$ cat src/sv/tgarle_pkg.sv
// Shared types and constants for the Targa RLE pixel decoder.
`timescale 1ns / 1ps
`default_nettype none

package tgarle_pkg;

  localparam int unsigned BYTE_W     = 8;
  localparam int unsigned CFG_IDX_W  = 1;
  localparam int unsigned CFG_DATA_W = 3;

  // Configuration register indexes
  localparam logic [CFG_IDX_W-1:0] REG_PIXEL_BYTES = 1'd0;
  localparam logic [CFG_IDX_W-1:0] REG_RLE_MODE    = 1'd1;

  localparam logic [CFG_DATA_W-1:0] PIXEL_BYTES_RST = 3'd3;

  // Pixel format, coded as bytes per pixel minus one
  localparam logic [1:0] PIX_GRAY   = 2'd0;
  localparam logic [1:0] PIX_RGB555 = 2'd1;
  localparam logic [1:0] PIX_BGR    = 2'd2;
  localparam logic [1:0] PIX_BGRA   = 2'd3;

  localparam logic [7:0] HDR_REPEAT_BIT = 8'h80;
  localparam logic [7:0] HDR_COUNT_MASK = 8'h7f;

  typedef enum logic [1:0] {
    PH_HEADER = 2'd0,
    PH_DATA   = 2'd1
  } phase_t;

  // Pixel handed from the parser to the converter
  typedef struct packed {
    logic        done;
    logic [1:0]  fmt;
    logic [23:0] bytes;
    logic [7:0]  run;
  } pix_t;

endpackage

`default_nettype wire

$ cat src/sv/tga_rle_pixel_decoder.sv
// A byte is held in the input register, a finished pixel in the result register.
// Throughput: one byte per cycle unless out_stall holds a full result stage; a
// pixel appears on the byte that completes it. Header bytes and non-final pixel
// bytes yield no item. The parser state register sets the rate: it updates once
// per byte. Reset (rst_n low, synchronous) empties both stages, rewinds the
// parser and loads pixel_bytes = 3, rle_mode = 0.
`timescale 1ns / 1ps
`default_nettype none

module tga_rle_pixel_decoder
  import tgarle_pkg::*;
(
  input  wire logic                  clk,
  input  wire logic                  rst_n,
  input  wire logic                  in_valid,
  output logic                       in_stall,
  input  wire logic [BYTE_W-1:0]     in_data_byte,
  output logic                       out_valid,
  input  wire logic                  out_stall,
  output logic [BYTE_W-1:0]          out_red,
  output logic [BYTE_W-1:0]          out_green,
  output logic [BYTE_W-1:0]          out_blue,
  output logic [BYTE_W-1:0]          out_run_length,
  input  wire logic                  cfg_valid,
  output logic                       cfg_ready,
  input  wire logic [CFG_IDX_W-1:0]  cfg_index,
  input  wire logic [CFG_DATA_W-1:0] cfg_data
);

  logic [CFG_DATA_W-1:0] pixel_bytes_r;
  logic                  rle_mode_r;

  logic              s1_valid_r;
  logic [BYTE_W-1:0] s1_byte_r;

  logic              out_valid_r, out_valid_nxt;
  logic [BYTE_W-1:0] red_r, green_r, blue_r, run_r;

  logic              out_free;
  logic              fire;
  pix_t              pix;
  logic [BYTE_W-1:0] conv_red, conv_green, conv_blue;

  assign cfg_ready = 1'b1;

  always_ff @(posedge clk) begin
    if (!rst_n) begin
      pixel_bytes_r <= PIXEL_BYTES_RST;
      rle_mode_r    <= 1'b0;
    end else if (cfg_valid && cfg_ready) begin
      case (cfg_index)
        REG_PIXEL_BYTES: pixel_bytes_r <= cfg_data;
        REG_RLE_MODE:    rle_mode_r    <= cfg_data[0];
        default:         pixel_bytes_r <= pixel_bytes_r;
      endcase
    end
  end

  assign out_free = !out_valid_r || !out_stall;
  assign fire     = s1_valid_r && out_free;
  assign in_stall = s1_valid_r && !out_free;

  // Input stage: take a byte whenever the held one moves on
  always_ff @(posedge clk) begin
    if (!rst_n) begin
      s1_valid_r <= 1'b0;
    end else if (!in_stall) begin
      s1_valid_r <= in_valid;
    end
  end

  always_ff @(posedge clk) begin
    if (!in_stall && in_valid) begin
      s1_byte_r <= in_data_byte;
    end
  end

  tgarle_parser u_parser (
    .clk         (clk),
    .rst_n       (rst_n),
    .fire        (fire),
    .data_byte   (s1_byte_r),
    .pixel_bytes (pixel_bytes_r),
    .rle_mode    (rle_mode_r),
    .pix         (pix)
  );

  tgarle_convert u_convert (
    .pix   (pix),
    .red   (conv_red),
    .green (conv_green),
    .blue  (conv_blue)
  );

  always_comb begin
    out_valid_nxt = out_valid_r;
    if (out_free) begin
      out_valid_nxt = fire && pix.done;
    end
  end

  always_ff @(posedge clk) begin
    if (!rst_n) begin
      out_valid_r <= 1'b0;
    end else begin
      out_valid_r <= out_valid_nxt;
    end
  end

  always_ff @(posedge clk) begin
    if (fire && pix.done) begin
      red_r   <= conv_red;
      green_r <= conv_green;
      blue_r  <= conv_blue;
      run_r   <= pix.run;
    end
  end

  assign out_valid      = out_valid_r;
  assign out_red        = red_r;
  assign out_green      = green_r;
  assign out_blue       = blue_r;
  assign out_run_length = run_r;

`ifndef SYNTHESIS
  a_reset_empty: assert property (@(posedge clk) !rst_n |=> !out_valid_r)
    else $error("result stage not empty after reset");

  a_pixel_lands: assert property (@(posedge clk) disable iff (!rst_n)
    fire && pix.done |=> out_valid_r)
    else $error("completed pixel lost");

  a_byte_held: assert property (@(posedge clk) disable iff (!rst_n)
    s1_valid_r && !out_free |=> s1_valid_r && $stable(s1_byte_r))
    else $error("blocked byte dropped");

  a_run_nonzero: assert property (@(posedge clk) disable iff (!rst_n)
    out_valid_r |-> run_r != '0)
    else $error("zero run length");
`endif

endmodule

`default_nettype wire

$ cat src/sv/tgarle_parser.sv
// Packet parser and pixel byte gathering for the Targa RLE pixel decoder.
`timescale 1ns / 1ps
`default_nettype none

module tgarle_parser
  import tgarle_pkg::*;
(
  input  wire logic                  clk,
  input  wire logic                  rst_n,
  input  wire logic                  fire,
  input  wire logic [BYTE_W-1:0]     data_byte,
  input  wire logic [CFG_DATA_W-1:0] pixel_bytes,
  input  wire logic                  rle_mode,
  output pix_t                       pix
);

  phase_t      phase_r, phase_nxt;
  logic        repeat_r, repeat_nxt;
  logic [7:0]  remain_r, remain_nxt;
  logic [1:0]  bpos_r, bpos_nxt;
  logic [23:0] asm_r, asm_nxt;

  logic [1:0]  fmt;
  logic [23:0] gathered;
  logic        last_byte;
  logic        is_header;
  logic [7:0]  remain_dec;

  // Zero counts as one byte, anything above four as four
  always_comb begin
    if (pixel_bytes == '0) begin
      fmt = PIX_GRAY;
    end else if (pixel_bytes > 3'd4) begin
      fmt = PIX_BGRA;
    end else begin
      fmt = 2'(pixel_bytes - 3'd1);
    end
  end

  always_comb begin
    gathered = asm_r;
    case (bpos_r)
      2'd0:    gathered[7:0]   = data_byte;
      2'd1:    gathered[15:8]  = data_byte;
      2'd2:    gathered[23:16] = data_byte;
      default: gathered = asm_r;
    endcase
  end

  assign last_byte  = (bpos_r >= fmt);
  assign is_header  = rle_mode && (phase_r == PH_HEADER);
  assign remain_dec = (remain_r != '0) ? remain_r - 8'd1 : remain_r;

  // Next packet phase
  always_comb begin
    phase_nxt = phase_r;
    if (fire && rle_mode) begin
      unique case (phase_r)
        PH_HEADER: phase_nxt = PH_DATA;
        PH_DATA: begin
          if (last_byte && (repeat_r || remain_dec == '0)) begin
            phase_nxt = PH_HEADER;
          end
        end
        default: phase_nxt = PH_HEADER;
      endcase
    end
  end

  // Counters, assembly and the pixel handed on
  always_comb begin
    repeat_nxt = repeat_r;
    remain_nxt = remain_r;
    bpos_nxt   = bpos_r;
    asm_nxt    = asm_r;
    pix.done   = 1'b0;
    pix.fmt    = fmt;
    pix.bytes  = gathered;
    pix.run    = 8'd1;
    if (is_header) begin
      repeat_nxt = |(data_byte & HDR_REPEAT_BIT);
      remain_nxt = (data_byte & HDR_COUNT_MASK) + 8'd1;
      bpos_nxt   = '0;
    end else begin
      asm_nxt  = gathered;
      bpos_nxt = last_byte ? 2'd0 : bpos_r + 2'd1;
      pix.done = last_byte;
      if (rle_mode && last_byte) begin
        if (repeat_r) begin
          pix.run    = (remain_r == '0) ? 8'd1 : remain_r;
          remain_nxt = '0;
        end else begin
          remain_nxt = remain_dec;
        end
      end
    end
  end

  always_ff @(posedge clk) begin
    if (!rst_n) begin
      phase_r  <= PH_HEADER;
      repeat_r <= 1'b0;
      remain_r <= '0;
      bpos_r   <= '0;
      asm_r    <= '0;
    end else if (fire) begin
      phase_r  <= phase_nxt;
      repeat_r <= repeat_nxt;
      remain_r <= remain_nxt;
      bpos_r   <= bpos_nxt;
      asm_r    <= asm_nxt;
    end
  end

endmodule

`default_nettype wire

$ cat src/sv/tgarle_convert.sv
// Pixel format conversion to 8-bit RGB for the Targa RLE pixel decoder.
`timescale 1ns / 1ps
`default_nettype none

module tgarle_convert
  import tgarle_pkg::*;
(
  input  pix_t                   pix,
  output logic [BYTE_W-1:0]      red,
  output logic [BYTE_W-1:0]      green,
  output logic [BYTE_W-1:0]      blue
);

  logic [15:0] v555;

  assign v555 = pix.bytes[15:0];

  always_comb begin
    unique case (pix.fmt) inside
      PIX_GRAY: begin
        red   = pix.bytes[7:0];
        green = pix.bytes[7:0];
        blue  = pix.bytes[7:0];
      end
      PIX_RGB555: begin
        // widen each 5-bit field, top bit ignored
        red   = {v555[14:10], 3'b000};
        green = {v555[9:5], 3'b000};
        blue  = {v555[4:0], 3'b000};
      end
      PIX_BGR, PIX_BGRA: begin
        red   = pix.bytes[23:16];
        green = pix.bytes[15:8];
        blue  = pix.bytes[7:0];
      end
      default: begin
        red   = pix.bytes[23:16];
        green = pix.bytes[15:8];
        blue  = pix.bytes[7:0];
      end
    endcase
  end

endmodule

`default_nettype wire

$ cat config.mk
export PLATFORM = sky130hd
export DESIGN_NAME = tga_rle_pixel_decoder
export DESIGN_NICKNAME = d
export VERILOG_FILES = /design/src/sv/tgarle_pkg.sv /design/src/sv/tga_rle_pixel_decoder.sv /design/src/sv/tgarle_parser.sv /design/src/sv/tgarle_convert.sv
export SDC_FILE = /design/constraint.sdc
export NUM_CORES = 1
export LEC_CHECK = 0
export BUFFER_PORTS_ARGS = -buffer_cell sky130_fd_sc_hd__buf_2
export CORE_UTILIZATION = 40
export DETAILED_ROUTE_END_ITERATION = 12
export GPL_ROUTABILITY_DRIVEN = 0
export PLACE_DENSITY_LB_ADDON = 0.15
export SYNTH_ARGS = -nofsm -noshare
export SYNTH_HDL_FRONTEND = slang
export SYNTH_SLANG_ARGS = --single-unit
$ cat constraint.sdc
create_clock -name clk -period 9.55 [get_ports clk]
set_input_delay 0.955 -clock clk [delete_from_list [all_inputs] [get_ports clk]]
set_output_delay 0.955 -clock clk [all_outputs]
set_load 0.03 [all_outputs]
==> qor.yml <==
drt:
  drc: 0
  vias: 3033
  dr.pass1.iters: 5
  via_per_inst: 5.32
  drt_iter0_drc: 148
  post_drt_wl_per_cell_um: 15.8
  drt-total-wl_mm: 9.02
  antenna_left: 0
timing:
  relSlewSlack: 0.405
  rsz0062_at_grt: "false"
  finalClockSkew_ns: 0.00951
  tightest_slew_ns: 0.891
  fin_crit_ns: 3.09
  fmax_mhz: 324
  hold_viol: 0
  period_share: 0.323
  setup_violations: 0
  drv_slew: 0
  tns_ns: 0
logic_synthesis:
  syn_inst: 395
  seq_area_frac_synth: 0.504
  syn_area_per_cell_um2: 10.2
  ys_types: 55
  synth_area_leader_cell: "edfxtp_1"
  ys_warn_count: 0
  syn-num-nets: 421
  yosysTopAreaCellShare: 0.297
  synth_flop_cell: "dfxtp_1"
  ys_top_cells_by_area: "edfxtp_1 30%, dfxtp_1 21%, mux2i_1 8.7%"
  yosys_register_bits: 82
  ys_async_sr_fraction: 0
  synth_edf_count: 40
  synth_area_um2: 4050
setup_path:
  worstRegToRegCells: 11
  critical_path.endpoint: "u_parser.remain_r[7]$_SDFFE_PN0P_"
  ff2ff_setup_slack_ns: 6.46
  endpoint_kind: "flip-flop"
  cp_data_arrival_time_ns: 3.31
  path_max_fanout: 11
  crit_required_ns: 9.77
  startpoint_type: "flip-flop"
  worstSetupStartpoint: "pixel_bytes_r[0]$_SDFFE_PN1P_"
  timing.rr.start: "pixel_bytes_r[0]$_SDFFE_PN1P_"
  rr_endpoint: "u_parser.remain_r[7]$_SDFFE_PN0P_"
  crit_type: "flip-flop to flip-flop"
placement:
  dp.final_hpwl_mm: 6.28
  io_buffers: 50
floorplanning:
  die_area_um2: 10500
  top_level_ports: 52
  rows: 36
  dieHeight_um: 103
  core_area_um2: 9770
  initial_core_util: 0.414
  die_w_um: 103
worst_hold_path:
  hold_path_class: "flip-flop to flip-flop"
clock_network:
  cts_setup_buffers: 0
  clk_pin_slew_ns: 0.08
  holdBufCountCts: 0
  clockBufferDepth: 2
  cts_tree: "built"
  cts_resized: 0
  clock-sinks: 82
  cts_buffers: 9
  cts-root-buf: "clkbuf_8"
  insertion_delay_ns: 0.36
  htreeDepth: 3
global_routing:
  grt_pass1_vias: 2744
  grt.total_usage: 0.186
  grt_pass1_wl_mm: 14.4
  grt_antenna_before_repair: 0
  grt_max_degree: 44
  grt_overflow: 0
power:
  peakVddDrop_mv: 0.0578
  powerDensity_nw_per_um2: 164
  p_leak_nw: 1.80
finish:
  antenna_cells: 0
  nets: 458
  utilization: 0.466
  final_layout_size_suffix_gt1_frac: 0.176
  syn_to_final_growth_pct: 12.5
run_status:
  status: "finished clean"
job:
  drv_cap: 0
-- cells by family (layout without fill, tap and decap cells) --
| group | count (synthesis) | in the layout | synth area share |
|---|---|---|---|
| XOR/XNOR | 7 | 7 | 0.0151 |
| other | 1 | 1 | 0.000926 |
| buffers and inverters | 36 | 78 | 0.0393 |
| AO/OA/AOI/OAI | 89 | 89 | 0.158 |
| flip-flops | 82 | 82 | 0.504 |
| adder cells (fa/ha/maj) | 9 | 9 | 0.0278 |
| multiplexers | 39 | 39 | 0.0977 |
| AND/OR/NAND/NOR | 132 | 132 | 0.157 |
-- synth_stat cells (all sizes together) (10+ instances only) --
library cell and count:
nand2 47, dfxtp 42, edfxtp 40, mux2i 35, nor2 24, clkbuf 21, nand3 17, o21ai 17
a21boi 16, o211a 11, a21oi 10, nor2b 10
-- area by class of cell --
class / instances / area, µm²
fill: 959 / 5220
sequential: 82 / 2040
multi-input combinational: 277 / 1850
timing repair buffer: 53 / 273
tap: 133 / 166
clock buffer: 11 / 131
clock inverter: 5 / 55.1
inverter: 9 / 33.8
-- flip-flops by register name (all words and copies together), names as in the netlist --
register,flops
out_run_length,8
s1_valid_r,1
u_parser.phase_r,1
u_parser.asm_r,24
out_valid,1
rle_mode_r,1
out_red,8
out_blue,8
u_parser.repeat_r,1
s1_byte_r,8
u_parser.remain_r,8
pixel_bytes_r,3
out_green,8
u_parser.bpos_r,2
-- through the flow --
step           setup slack (ns)  instance area [µm²]  hold WS [ns]  std cells  power (W)
2_1_floorplan              5.13                 4050         0.443        395   0.000478
3_3_place_gp               6.66                 4370         0.452        554   0.000506
3_5_place_dp               6.53                 4370         0.462        554   0.000507
4_1_cts                    6.51                 4550         0.474        570   0.000753
5_1_grt                    6.22                 4550         0.503        570   0.000781
6_report                   6.46                 4550         0.470        570   0.000746
-- per-layer routing --
metal / part of all wire / wire (µm) / global-route usage / vias to the layer above
li1: - / - / - / 1510
met1: 0.48 / 4320 / 0.255 / 1442
met2: 0.47 / 4210 / 0.284 / 70
met3: 0.041 / 370 / 0.0427 / 11
met4: 0.014 / 122 / 0.0703 / 0
met5: 0 / 0 / 0 / -
-- critical path, stage by stage (launching register included) --
cell and delay [ns]:
dfxtp_1 0.33, inv_1 0.08, ha_1 0.22, nor2_1 0.07
nor2_1 0.41, inv_1 0.09, ha_1 0.28, nand2b_1 0.14
a21oi_1 0.61, a21oi_1 0.39, o21ai_0 0.25, a21oi_1 0.06
-- worst min-delay path by stage --
stage                                       to                             from  depth (start not counted)
3_5_place_dp   u_parser.asm_r[22]$_SDFFE_PN0P_  u_parser.asm_r[22]$_SDFFE_PN0P_                          2
2_1_floorplan  u_parser.asm_r[19]$_SDFFE_PN0P_  u_parser.asm_r[19]$_SDFFE_PN0P_                          2
5_1_grt        u_parser.asm_r[17]$_SDFFE_PN0P_  u_parser.asm_r[17]$_SDFFE_PN0P_                          2
4_1_cts        u_parser.asm_r[22]$_SDFFE_PN0P_  u_parser.asm_r[22]$_SDFFE_PN0P_                          2
3_3_place_gp   u_parser.asm_r[16]$_SDFFE_PN0P_  u_parser.asm_r[16]$_SDFFE_PN0P_                          2
6_report       u_parser.asm_r[22]$_SDFFE_PN0P_  u_parser.asm_r[22]$_SDFFE_PN0P_                          2
-- power breakdown --
group | internal (W) | total (W) | switching (W)
Clock | 0.000120 | 0.000247 | 0.000127
Sequential | 0.000385 | 0.000396 | 0.0000106
Combinational | 0.0000368 | 0.000103 | 0.0000660
Total | 0.000542 | 0.000746 | 0.000204
-- cell usage in the layout (no fill, tap or decap), types with 4 or more instances in the layout --
| cell type | instances |
|---|---|
| nor2b_1 | 10 |
| o211ai_1 | 5 |
| nor2_1 | 24 |
| o21ai_0 | 16 |
| o22ai_1 | 7 |
| o221ai_1 | 5 |
| ha_1 | 9 |
| nor3_1 | 5 |
| inv_1 | 9 |
| nor4_1 | 4 |
| xnor2_1 | 4 |
| edfxtp_1 | 40 |
| buf_2 | 50 |
| nand2_1 | 47 |
| o211a_1 | 11 |
| a21boi_0 | 16 |
| nand3_1 | 17 |
| a21oi_1 | 10 |
| and2_1 | 8 |
| clkbuf_8 | 9 |
| mux2_2 | 4 |
| dfxtp_1 | 42 |
| mux2i_1 | 35 |
Power figures use the tool's default switching activity.
